===== config.mk =====
export PLATFORM = sky130hd
export DESIGN_NAME = infix_to_postfix_converter_core
export DESIGN_NICKNAME = d
export VERILOG_FILES = /design/src/sv/ipc_pkg.sv /design/src/sv/infix_to_postfix_converter_core.sv /design/src/sv/ipc_stack_mem.sv /design/src/sv/ipc_result_buf.sv
export VERILOG_INCLUDE_DIRS = /design/src /design/src/sv
export SDC_FILE = /design/constraint.sdc
export NUM_CORES = 1
export LEC_CHECK = 0
export BUFFER_PORTS_ARGS = -buffer_cell sky130_fd_sc_hd__buf_2
export CORE_AREA = 3 3 116 118
export CTS_CLUSTER_SIZE = 28
export DETAILED_ROUTE_END_ITERATION = 16
export DIE_AREA = 0 0 119 121
export MAX_ROUTING_LAYER = met4
export PLACE_DENSITY = 0.63
export SYNTH_ARGS = -nofsm -noshare
export SYNTH_HDL_FRONTEND = slang
export SYNTH_HIERARCHICAL = 1
export SYNTH_SLANG_ARGS = --single-unit

===== constraint.sdc =====
create_clock -name clk -period 5.4 [get_ports clk]
set_input_delay 0.54 -clock clk [delete_from_list [all_inputs] [get_ports clk]]
set_output_delay 0.54 -clock clk [all_outputs]
set_load 0.05 [all_outputs]

===== src/sv/infix_to_postfix_converter_core_macros.svh =====
// Assertion macros for the infix to postfix converter core module.
// Depends on nothing; the asserting module must have clk and rst_n in scope.
`ifndef INFIX_TO_POSTFIX_CONVERTER_CORE_MACROS_SVH
`define INFIX_TO_POSTFIX_CONVERTER_CORE_MACROS_SVH
`ifndef SYNTH
`define IPC_ASSERT_ALWAYS(label, prop) \
    label: assert property (@(posedge clk) disable iff (!rst_n) (prop)) \
        else $error("ipc assertion failed");
`define IPC_ASSERT_NEXT(label, ante, cons) \
    label: assert property (@(posedge clk) disable iff (!rst_n) (ante) |=> (cons)) \
        else $error("ipc assertion failed");
`else
`define IPC_ASSERT_ALWAYS(label, prop)
`define IPC_ASSERT_NEXT(label, ante, cons)
`endif
`endif


===== src/sv/ipc_pkg.sv =====
// Types, character constants and operator tables for the infix to postfix converter.
// Depends on nothing.
package ipc_pkg;

    typedef logic [2:0] code_t;
    typedef logic [1:0] err_t;

    localparam logic [7:0] CH_OPEN  = 8'h28;
    localparam logic [7:0] CH_CLOSE = 8'h29;
    localparam logic [7:0] CH_STAR  = 8'h2A;
    localparam logic [7:0] CH_PLUS  = 8'h2B;
    localparam logic [7:0] CH_MINUS = 8'h2D;
    localparam logic [7:0] CH_SLASH = 8'h2F;
    localparam logic [7:0] CH_CARET = 8'h5E;
    localparam logic [7:0] CH_NUL   = 8'h00;

    localparam code_t CODE_OPEN  = 3'd0;
    localparam code_t CODE_PLUS  = 3'd1;
    localparam code_t CODE_MINUS = 3'd2;
    localparam code_t CODE_STAR  = 3'd3;
    localparam code_t CODE_SLASH = 3'd4;
    localparam code_t CODE_CARET = 3'd5;

    localparam err_t ERR_NONE     = 2'd0;
    localparam err_t ERR_CLOSE    = 2'd1;
    localparam err_t ERR_OVERFLOW = 2'd2;
    localparam err_t ERR_OPEN     = 2'd3;

    typedef struct packed {
        logic [7:0] symbol;
        logic       symbol_valid;
        err_t       error_code;
    } result_t;

    typedef struct packed {
        logic    emit;
        logic    close;
        logic    close_last;
        result_t res;
    } rb_req_t;

    function automatic logic is_op(input logic [7:0] c);
        return (c == CH_PLUS) || (c == CH_MINUS) || (c == CH_STAR) ||
               (c == CH_SLASH) || (c == CH_CARET);
    endfunction

    function automatic code_t op_code(input logic [7:0] c);
        code_t r;
        case (c)
            CH_PLUS:  r = CODE_PLUS;
            CH_MINUS: r = CODE_MINUS;
            CH_STAR:  r = CODE_STAR;
            CH_SLASH: r = CODE_SLASH;
            CH_CARET: r = CODE_CARET;
            default:  r = CODE_OPEN;
        endcase
        return r;
    endfunction

    function automatic logic [7:0] code_char(input code_t c);
        logic [7:0] r;
        case (c)
            CODE_PLUS:  r = CH_PLUS;
            CODE_MINUS: r = CH_MINUS;
            CODE_STAR:  r = CH_STAR;
            CODE_SLASH: r = CH_SLASH;
            CODE_CARET: r = CH_CARET;
            default:    r = CH_OPEN;
        endcase
        return r;
    endfunction

    function automatic logic [2:0] code_prec(input code_t c);
        logic [2:0] r;
        case (c)
            CODE_PLUS, CODE_MINUS: r = 3'd2;
            CODE_STAR, CODE_SLASH: r = 3'd3;
            CODE_CARET:            r = 3'd4;
            default:               r = 3'd1;
        endcase
        return r;
    endfunction

endpackage


===== src/sv/infix_to_postfix_converter_core.sv =====
// Infix to postfix converter top level: control sequencer around the operator
// stack memory and the result buffer. Depends on ipc_pkg, ipc_stack_mem, ipc_result_buf.
//
//   channel   | handshake           | payload
//   input     | in_valid, in_ready  | symbol, last
//   output    | out_valid, out_ready| out_symbol, symbol_valid, run_last, error_code
//
// A new symbol is accepted only once the previous one is done (in_ready is high only in idle).
// An operator or ')' pops the stack one entry at a time; each pop is a read of the
// stack memory, whose data is registered, then a compare and emit (read, then compare and emit).
// A last transaction then flushes every entry left on the stack, one read and emit each.
// Reset empties the stack at once; the stack memory itself needs no clearing.
// A stalled output holds the sequencer only when a result has to move forward.
`include "infix_to_postfix_converter_core_macros.svh"
module infix_to_postfix_converter_core #(
    parameter int unsigned STACK_DEPTH = 16
) (
    input  logic       clk,
    input  logic       rst_n,
    input  logic       in_valid,
    output logic       in_ready,
    input  logic [7:0] symbol,
    input  logic       last,
    output logic       out_valid,
    input  logic       out_ready,
    output logic [7:0] out_symbol,
    output logic       symbol_valid,
    output logic       run_last,
    output logic [1:0] error_code
);

    localparam int unsigned AW = (STACK_DEPTH > 1) ? $clog2(STACK_DEPTH) : 1;
    localparam int unsigned CW = $clog2(STACK_DEPTH + 1);

    typedef enum logic [3:0] {
        S_IDLE,
        S_CLASS,
        S_PUSH,
        S_POP_RD,
        S_POP_EV,
        S_LAST,
        S_FL_RD,
        S_FL_EV,
        S_END
    } state_t;

    state_t           state_reg, state_next;
    logic [CW-1:0]    count_reg, count_next;
    logic [7:0]       sym_reg, sym_next;
    logic             last_reg, last_next;
    ipc_pkg::code_t   code_reg, code_next;

    logic [CW-1:0]    count_m1;
    logic             stack_empty;
    logic             stack_full;
    logic             wr_en;
    logic             rd_en;
    ipc_pkg::code_t   rd_data;
    ipc_pkg::rb_req_t req;
    logic             ack;

    ipc_stack_mem #(
        .DEPTH(STACK_DEPTH)
    ) u_stack (
        .clk     (clk),
        .wr_en   (wr_en),
        .wr_addr (count_reg[AW-1:0]),
        .wr_data (code_reg),
        .rd_en   (rd_en),
        .rd_addr (count_m1[AW-1:0]),
        .rd_data (rd_data)
    );

    ipc_result_buf u_rbuf (
        .clk          (clk),
        .rst_n        (rst_n),
        .req          (req),
        .ack          (ack),
        .out_valid    (out_valid),
        .out_ready    (out_ready),
        .out_symbol   (out_symbol),
        .symbol_valid (symbol_valid),
        .run_last     (run_last),
        .error_code   (error_code)
    );

    assign count_m1    = count_reg - CW'(1);
    assign stack_empty = (count_reg == '0);
    assign stack_full  = (count_reg == CW'(STACK_DEPTH));
    assign in_ready    = (state_reg == S_IDLE);

    always_comb
    begin
        state_next = state_reg;
        count_next = count_reg;
        sym_next   = sym_reg;
        last_next  = last_reg;
        code_next  = code_reg;
        wr_en      = 1'b0;
        rd_en      = 1'b0;
        req        = '0;
        unique case (state_reg)
            S_IDLE:
            begin
                if (in_valid)
                begin
                    sym_next   = symbol;
                    last_next  = last;
                    code_next  = ipc_pkg::op_code(symbol);
                    state_next = S_CLASS;
                end
            end
            S_CLASS:
            begin
                if (sym_reg == ipc_pkg::CH_OPEN)
                begin
                    state_next = S_PUSH;
                end
                else if (sym_reg == ipc_pkg::CH_CLOSE || ipc_pkg::is_op(sym_reg))
                begin
                    state_next = S_POP_RD;
                end
                else
                begin
                    req.emit       = 1'b1;
                    req.res.symbol = sym_reg;
                    req.res.symbol_valid = 1'b1;
                    req.res.error_code   = ipc_pkg::ERR_NONE;
                    if (ack)
                    begin
                        state_next = S_LAST;
                    end
                end
            end
            S_PUSH:
            begin
                if (!stack_full)
                begin
                    wr_en      = 1'b1;
                    count_next = count_reg + CW'(1);
                    state_next = S_LAST;
                end
                else
                begin
                    req.emit       = 1'b1;
                    req.res.symbol = sym_reg;
                    req.res.symbol_valid = 1'b0;
                    req.res.error_code   = ipc_pkg::ERR_OVERFLOW;
                    if (ack)
                    begin
                        state_next = S_LAST;
                    end
                end
            end
            S_POP_RD:
            begin
                if (!stack_empty)
                begin
                    rd_en      = 1'b1;
                    state_next = S_POP_EV;
                end
                else if (sym_reg == ipc_pkg::CH_CLOSE)
                begin
                    req.emit       = 1'b1;
                    req.res.symbol = sym_reg;
                    req.res.symbol_valid = 1'b0;
                    req.res.error_code   = ipc_pkg::ERR_CLOSE;
                    if (ack)
                    begin
                        state_next = S_LAST;
                    end
                end
                else
                begin
                    state_next = S_PUSH;
                end
            end
            S_POP_EV:
            begin
                if (sym_reg == ipc_pkg::CH_CLOSE && rd_data == ipc_pkg::CODE_OPEN)
                begin
                    count_next = count_m1;
                    state_next = S_LAST;
                end
                else if (sym_reg == ipc_pkg::CH_CLOSE ||
                         ipc_pkg::code_prec(rd_data) >= ipc_pkg::code_prec(code_reg))
                begin
                    req.emit       = 1'b1;
                    req.res.symbol = ipc_pkg::code_char(rd_data);
                    req.res.symbol_valid = 1'b1;
                    req.res.error_code   = ipc_pkg::ERR_NONE;
                    if (ack)
                    begin
                        count_next = count_m1;
                        state_next = S_POP_RD;
                    end
                end
                else
                begin
                    state_next = S_PUSH;
                end
            end
            S_LAST:
            begin
                state_next = last_reg ? S_FL_RD : S_END;
            end
            S_FL_RD:
            begin
                if (stack_empty)
                begin
                    state_next = S_END;
                end
                else
                begin
                    rd_en      = 1'b1;
                    state_next = S_FL_EV;
                end
            end
            S_FL_EV:
            begin
                req.emit = 1'b1;
                if (rd_data == ipc_pkg::CODE_OPEN)
                begin
                    req.res.symbol       = ipc_pkg::CH_OPEN;
                    req.res.symbol_valid = 1'b0;
                    req.res.error_code   = ipc_pkg::ERR_OPEN;
                end
                else
                begin
                    req.res.symbol       = ipc_pkg::code_char(rd_data);
                    req.res.symbol_valid = 1'b1;
                    req.res.error_code   = ipc_pkg::ERR_NONE;
                end
                if (ack)
                begin
                    count_next = count_m1;
                    state_next = S_FL_RD;
                end
            end
            S_END:
            begin
                req.close      = 1'b1;
                req.close_last = last_reg;
                if (ack)
                begin
                    state_next = S_IDLE;
                end
            end
            default:
            begin
                state_next = S_IDLE;
            end
        endcase
    end

    always_ff @(posedge clk or negedge rst_n)
    begin
        if (!rst_n)
        begin
            state_reg <= S_IDLE;
            count_reg <= '0;
            sym_reg   <= '0;
            last_reg  <= 1'b0;
            code_reg  <= ipc_pkg::CODE_OPEN;
        end
        else
        begin
            state_reg <= state_next;
            count_reg <= count_next;
            sym_reg   <= sym_next;
            last_reg  <= last_next;
            code_reg  <= code_next;
        end
    end

    // The stack never holds more entries than the memory has.
    `IPC_ASSERT_ALWAYS(a_count_bound, count_reg <= CW'(STACK_DEPTH))
    // A read is only issued for an entry that is on the stack.
    `IPC_ASSERT_ALWAYS(a_read_in_range, !rd_en || !stack_empty)
    // A write never lands on a full stack.
    `IPC_ASSERT_ALWAYS(a_write_in_range, !wr_en || !stack_full)
    // After a last transaction is finished, the stack is empty.
    `IPC_ASSERT_NEXT(a_flush_empties, state_reg == S_END && last_reg && ack, count_reg == '0)

endmodule


===== src/sv/ipc_stack_mem.sv =====
// Operator stack storage: one write port, one read port with registered data.
// Depends on ipc_pkg.
module ipc_stack_mem #(
    parameter int unsigned DEPTH = 16,
    localparam int unsigned AW = (DEPTH > 1) ? $clog2(DEPTH) : 1
) (
    input  logic           clk,
    input  logic           wr_en,
    input  logic [AW-1:0]  wr_addr,
    input  ipc_pkg::code_t wr_data,
    input  logic           rd_en,
    input  logic [AW-1:0]  rd_addr,
    output ipc_pkg::code_t rd_data
);

    ipc_pkg::code_t mem [DEPTH];
    ipc_pkg::code_t rd_data_reg;

    always_ff @(posedge clk)
    begin
        if (wr_en)
        begin
            mem[wr_addr] <= wr_data;
        end
        if (rd_en)
        begin
            rd_data_reg <= mem[rd_addr];
        end
    end

    assign rd_data = rd_data_reg;

endmodule


===== src/sv/ipc_result_buf.sv =====
// Result path: a one-entry hold stage that lets the final result of a transaction
// be marked, followed by the output register. Depends on ipc_pkg.
module ipc_result_buf (
    input  logic             clk,
    input  logic             rst_n,
    input  ipc_pkg::rb_req_t req,
    output logic             ack,
    output logic             out_valid,
    input  logic             out_ready,
    output logic [7:0]       out_symbol,
    output logic             symbol_valid,
    output logic             run_last,
    output logic [1:0]       error_code
);

    logic              out_free;
    logic              out_valid_reg, out_valid_next;
    logic              pend_valid_reg, pend_valid_next;
    ipc_pkg::result_t  pend_reg, pend_next;
    ipc_pkg::result_t  out_reg, out_next;
    logic              last_reg, last_next;

    always_comb
    begin
        out_free        = !out_valid_reg || out_ready;
        out_valid_next  = out_valid_reg && !out_ready;
        pend_valid_next = pend_valid_reg;
        pend_next       = pend_reg;
        out_next        = out_reg;
        last_next       = last_reg;
        ack             = 1'b0;
        if (req.emit)
        begin
            ack = !pend_valid_reg || out_free;
            if (ack)
            begin
                pend_next       = req.res;
                pend_valid_next = 1'b1;
                if (pend_valid_reg)
                begin
                    out_next       = pend_reg;
                    last_next      = 1'b0;
                    out_valid_next = 1'b1;
                end
            end
        end
        else if (req.close)
        begin
            ack = out_free || (!pend_valid_reg && !req.close_last);
            if (ack)
            begin
                pend_valid_next = 1'b0;
                if (req.close_last)
                begin
                    out_valid_next = 1'b1;
                    last_next      = 1'b1;
                    if (pend_valid_reg)
                    begin
                        out_next = pend_reg;
                    end
                    else
                    begin
                        out_next = '{symbol: ipc_pkg::CH_NUL, symbol_valid: 1'b0,
                                     error_code: ipc_pkg::ERR_NONE};
                    end
                end
                else if (pend_valid_reg)
                begin
                    out_valid_next = 1'b1;
                    last_next      = 1'b0;
                    out_next       = pend_reg;
                end
            end
        end
    end

    always_ff @(posedge clk or negedge rst_n)
    begin
        if (!rst_n)
        begin
            out_valid_reg  <= 1'b0;
            pend_valid_reg <= 1'b0;
        end
        else
        begin
            out_valid_reg  <= out_valid_next;
            pend_valid_reg <= pend_valid_next;
        end
    end

    always_ff @(posedge clk)
    begin
        pend_reg <= pend_next;
        out_reg  <= out_next;
        last_reg <= last_next;
    end

    assign out_valid    = out_valid_reg;
    assign out_symbol   = out_reg.symbol;
    assign symbol_valid = out_reg.symbol_valid;
    assign error_code   = out_reg.error_code;
    assign run_last     = last_reg;

endmodule


==> flow_metrics.tcl, run 1 <==
set metrics [dict create \
    outcome "finished, final reports clean" \
    start_util 0.393 \
    wire_per_inst_um 17.2 \
    crit_required_ns 5.63 \
    power.density_mw_per_mm2 617 \
    placed_cell_area_mm2 0.00520 \
    antenna_found_initial 0 \
    worst_pin_slew_ns 0.979 \
    dieArea_mm2 0.0144 \
    ctsResizeCount 0 \
    floorplan.rows 41 \
    fmax_mhz 226 \
    synth.avg_cell_area_um2 11.9 \
    hp-class "in2async" \
    setup_viol 0 \
    timing.final.crit_share 0.819 \
    numCtsBuffers 9 \
    fillers 1152 \
    skew_ns 0.00351 \
    critPathMaxStageDelay_ns 0.53 \
    leakagePower_nw 2.02 \
    firstDrtPassIters 4 \
    most-common-layout-cells "edfxtp_1 (74), nand2_1 (40), nor2_1 (40)" \
    clkSinkCount 97 \
    drt_iter0_drc 230 \
    cap_viol_max_count 0 \
    drive_gt1_frac 0.194 \
    grt-ovfl-total 0 \
    slew_viol_final 0 \
    synth_seq_cells 97 \
    startpoint_type "flop" \
    netlist_instances 414 \
    routed_wl_um 10500 \
    htree_levels 3 \
    routed_via_density 5.42 \
    synth_cell_type_count 70 \
    synth_flop_cell "edfxtp_1" \
    path_cells "or3_1 -> and2_1 -> ha_1 -> nand2_1 -> o21ai_0 -> mux2i_1 -> o21ai_0 -> or3_1 -> nor2b_1 -> o21ai_1 -> o21a_1 -> a21oi_1 -> or3_4 -> a221o_1" \
    syn_nets 432 \
    area_delta_synth_final_pct 11.3 \
    critPathCaptureType "flop" \
    cp_data_arrival_time_ns 4.66 \
    grt_max_degree 28 \
    peakVddDrop_mv 0.232 \
    crit_slowest_cell "or3_1" \
    root_buffer "clkbuf_16" \
    holdWs_ns 0.172 \
    dieWidth_um 119 \
    ys_async_sr_fraction 0.237 \
    clock_latency_ns 0.34 \
    layout.cells.non_filler 611 \
    startpoint "u_stack/rd_data[1]" \
    rsz0062_at_grt "false" \
    final_common_cell "edfxtp_1" \
    core_area_mm2 0.0126 \
    setup_tns_ns 0 \
    io_pins 27 \
    final_area_mm2 0.00551 \
    placedCellCount 595 \
    grt_pass1_wl_um 17100 \
    clockBufferDepth 2 \
    largest_reg_flops 48 \
    via_count 3313 \
    synthesis.area_mm2 0.00494 \
    grtUsageTotal 0.159 \
    hpwlAfterDp_um 7570 \
    path_clk_slew_ns 0.06 \
    gp_congestion 0.925 \
    postRouteAntennaNets 0 \
    worstPathMaxFanout 13 \
    final_hold_viol_count 0 \
    cts_hold_buf 0 \
    postCtsSetupBuffers 0 \
    fin_util 0.438 \
    critical_path_class "reg2reg" \
    yosysWarningCount 6 \
    diodes 0 \
    drcViolationCount 0 \
    die_h_um 121 \
    nets 452 \
    synth_edf_count 74 \
    relSlewSlack 0.346 \
    grt_pass1_vias 3201 \
    seq_area_frac_synth 0.566 \
    io_buffers 26 \
    cts_tree "done" \
    worst_r2r_startpoint "u_stack/rd_data[1]" \
    min_period_ns 4.42 \
]
metal layers:
metal / global-route usage / up-vias / routed length [um]
met5: - / - / 0
met4: 0.0615 / 0 / 224
met3: 0.0406 / 16 / 463
met2: 0.247 / 88 / 5170
met1: 0.202 / 1595 / 4660
li1: - / 1614 / -
power breakdown:
| part | leakage [nW] | internal [mW] | switching, mW |
|---|---|---|---|
| Clock | 0.151 | 0.373 | 0.269 |
| Combinational | 0.896 | 0.514 | 0.863 |
| Sequential | 0.976 | 1.11 | 0.270 |
| Total | 2.02 | 2.00 | 1.40 |
layout make-up:
type / instances / area, um2 / share of cell area
clock buffers: 10 / 239 / 0.0434
clock inverters: 6 / 65.1 / 0.0118
inverters: 8 / 30.0 / 0.00545
multi-input cells: 291 / 2020 / 0.367
flip-flops and latches: 97 / 2800 / 0.508
well taps: 172 / 215 / 0.0391
repair buffers: 27 / 138 / 0.0250
synthesized netlist by cell type, types with 4 or more instances:
master | n | area [um2]
nor2_1 | 40 | 150
mux4_1 | 8 | 210
mux2_2 | 9 | 101
o22ai_1 | 6 | 37.5
nand2b_1 | 11 | 68.8
nand2_1 | 40 | 150
nand2_2 | 9 | 56.3
a21oi_1 | 20 | 100
o21ai_2 | 10 | 87.6
nor2b_1 | 9 | 56.3
edfxtp_1 | 74 | 2220
inv_1 | 8 | 30.0
nor3_1 | 8 | 40.0
o21ai_1 | 4 | 20.0
mux4_2 | 4 | 90.1
ha_1 | 5 | 62.6
dfrtp_1 | 23 | 576
nand3_1 | 15 | 75.1
o21ai_0 | 19 | 95.1
xnor2_1 | 5 | 43.8
clkbuf_1 | 12 | 45.0
logic make-up after synthesis:
family	after synthesis	synth area share
flip-flops	97	0.566
AO/OA/AOI/OAI	90	0.121
multiplexers	23	0.0853
XOR/XNOR	8	0.0142
adder cells (fa/ha/maj)	6	0.0147
AND/OR/NAND/NOR	164	0.173
buffers and inverters	26	0.0256
final timing paths:
check	endpoint	slack, ns	cells past startpoint
worst max-delay path	count_reg[2]	0.98	14
worst min-delay path	u_rbuf/out_valid	0.17	1
worst max register to register	count_reg[2]	0.98	14
worst min register to register	u_rbuf/out_symbol[6]	0.53	2
max in group asynchronous	count_reg[4]	4.84	1
min in group clk	last_reg	0.43	2
critical path: cells and delay by family (launching register included):
family                     cells  cell delay (ns)
muxes                          1             0.17
DFF                            1             0.44
and+or+nand+nor                6             1.58
adders and majority gates      1             0.27
AOI/OAI and AO/OA              6             1.85
stage by stage:
stage          worst slack [ns]  power (mW)
3_3_place_gp               1.19        2.75
3_5_place_dp               1.07        2.77
5_1_grt                   0.590        3.64
6_report                  0.975        3.40
2_1_floorplan              1.62        2.41
4_1_cts                    1.04        3.42
Note: power is estimated with default switching activity, not from simulation.
==> run 2, diff against run 1 <==
PLACE_DENSITY = 0.65   (was 0.63)
clock period = 3.68 ns   (was 5.4 ns; I/O delays follow)
==> run 2 against run 1 <==
  * Combinational power grew 78%
  * Cell count rose by 4.4%
  * The flow now finishes with violations (negative hold slack)
  * Count of clock-buffer cells in the layout down 1
  * Largest power group is now combinational logic
  * Critical path depth fell by 2
  * Clock power grew 36%
  * Clock skew is 0.0061 ns higher
==> flow_metrics.tcl, run 2 (synthesized netlist as in run 1, its figures left out) <==
set metrics [dict create \
    outcome "finished with violations" \
    violations "negative hold slack" \
    path_cells "or4b_4 -> or2_1 -> buf_4 -> nor4_2 -> or3_1 -> nor2b_2 -> o21ai_1 -> o21a_2 -> buf_4 -> o32ai_1 -> a2111oi_0 -> o22ai_1" \
    startpoint "sym_reg[1]" \
    busiest_layer "met2" \
    io_buffers 26 \
    grt_pass1_wl_um 16600 \
    grtUsageTotal 0.152 \
    antenna_found_initial 0 \
    worstPathMaxFanout 7 \
    root_buffer "clkbuf_16" \
    floorplan.rows 41 \
    die_h_um 121 \
    setup_tns_ns 0 \
    fmax_mhz 289 \
    fillers 1142 \
    htree_levels 3 \
    worstSetupPathDepth 12 \
    largest_reg_flops 48 \
    critical_path_class "reg2reg" \
    power.density_mw_per_mm2 901 \
    worst_r2r_startpoint "sym_reg[1]" \
    via_count 3406 \
    postRouteAntennaNets 0 \
    wire_per_inst_um 15.8 \
    slew_viol_final 0 \
    path_clk_slew_ns 0.07 \
    holdWs_ns -0.00280 \
    setup_viol 0 \
    grt_max_degree 28 \
    final_common_cell "edfxtp_1" \
    clock_latency_ns 0.35 \
    clkSinkCount 97 \
    critical_path_buf_inv_count 2 \
    core_area_mm2 0.0126 \
    min_period_ns 3.46 \
    final_area_mm2 0.00570 \
    grt_pass1_vias 3364 \
    nets 479 \
    dp_slack_ns 0.0901 \
    routed_via_density 5.34 \
    start_util 0.393 \
    dieArea_mm2 0.0144 \
    dieWidth_um 119 \
    firstDrtPassIters 5 \
    relSlewSlack 0.513 \
    numCtsBuffers 9 \
    timing.final.crit_share 0.939 \
    worst_pin_slew_ns 0.725 \
    placed_cell_area_mm2 0.00539 \
    diodes 0 \
    leakagePower_nw 2.14 \
    r2r_end "state_reg[1]" \
    critPathMaxStageDelay_ns 0.58 \
    crit_family "simple AND/OR/NAND/NOR gates" \
    routed_wl_um 10100 \
    peakVddDrop_mv 0.477 \
    use_met2 0.242 \
    most-common-layout-cells "edfxtp_1 (74), nand2_1 (40), nor2_1 (39)" \
    clockBufferDepth 2 \
    worst_slack_ns 0.225 \
    grtUsageMet1 0.175 \
    crit_required_ns 3.89 \
    final_hold_viol_count 4 \
    hp-class "in2async" \
    area_delta_synth_final_pct 15.2 \
    skew_ns 0.00958 \
    drive_gt1_frac 0.253 \
    io_pins 27 \
    gp_congestion 0.951 \
    startpoint_type "flop" \
    r2r_slack_ns 0.22 \
    hpwlAfterDp_um 7360 \
    drcViolationCount 0 \
    cts_tree "done" \
    crit_slowest_cell "or4b_4" \
    drt_iter0_drc 224 \
    critPathCaptureType "flop" \
    gr-usage-met3 0.0415 \
    cp_common_cell "buf_4" \
    fin_util 0.453 \
    grt-ovfl-total 0 \
    cp_data_arrival_time_ns 3.67 \
    r2r_cells 12 \
    cap_viol_max_count 0 \
    critPathCapture "state_reg[1]" \
]
run 2: cell types whose count changed in the layout (fill, tap and decap cells not counted), moves of 2 or more:
cell,change
clkinvlp_4,+2
o21ai_0,-3
nor2b_2,+2
buf_4,+27
nor2b_1,-2
o21ai_1,+3
run 2: layer usage:
layer,share of wire,vias up
met5,0,-
met1,0.42,1619
met4,0.036,0
met2,0.49,99
li1,-,1655
met3,0.046,33
run 2: worst min path at each step:
stage | endpoint | startpoint
2_1_floorplan | code_reg[0] | rst_n
3_3_place_gp | last_reg | rst_n
3_5_place_dp | last_reg | rst_n
4_1_cts | u_rbuf/pend_valid_reg | rst_n
5_1_grt | state_reg[0] | rst_n
6_report | state_reg[0] | rst_n
run 2: timing repair:
item | 4_1_cts | 5_1_grt
setup endpoints to repair | 0 | 6
setup buffers | 0 | 2
resized for setup | 0 | 7
hold buffers | 0 | 0
run 2: cell type report:
cell class,instances,area [um2],area share
clock inverters,7,53.8,0.00944
multi-input cells,291,2040,0.357
flip-flops and latches,97,2800,0.491
well taps,172,215,0.0378
repair buffers,54,340,0.0597
clock buffers,9,225,0.0395
inverters,8,30.0,0.00527
run 2: per-stage QoR:
step,power (mW),std cells
floorplan,3.54,414
finish,5.13,638
detailed placement,4.22,620
global placement,4.17,620
CTS,5.11,636
global route,5.47,638
run 2: power breakdown:
part / internal, mW / switching [mW] / total, mW
clock: 0.465 / 0.411 / 0.876
sequential: 1.62 / 0.176 / 1.80
combinational: 0.954 / 1.50 / 2.46
total: 3.04 / 2.09 / 5.13
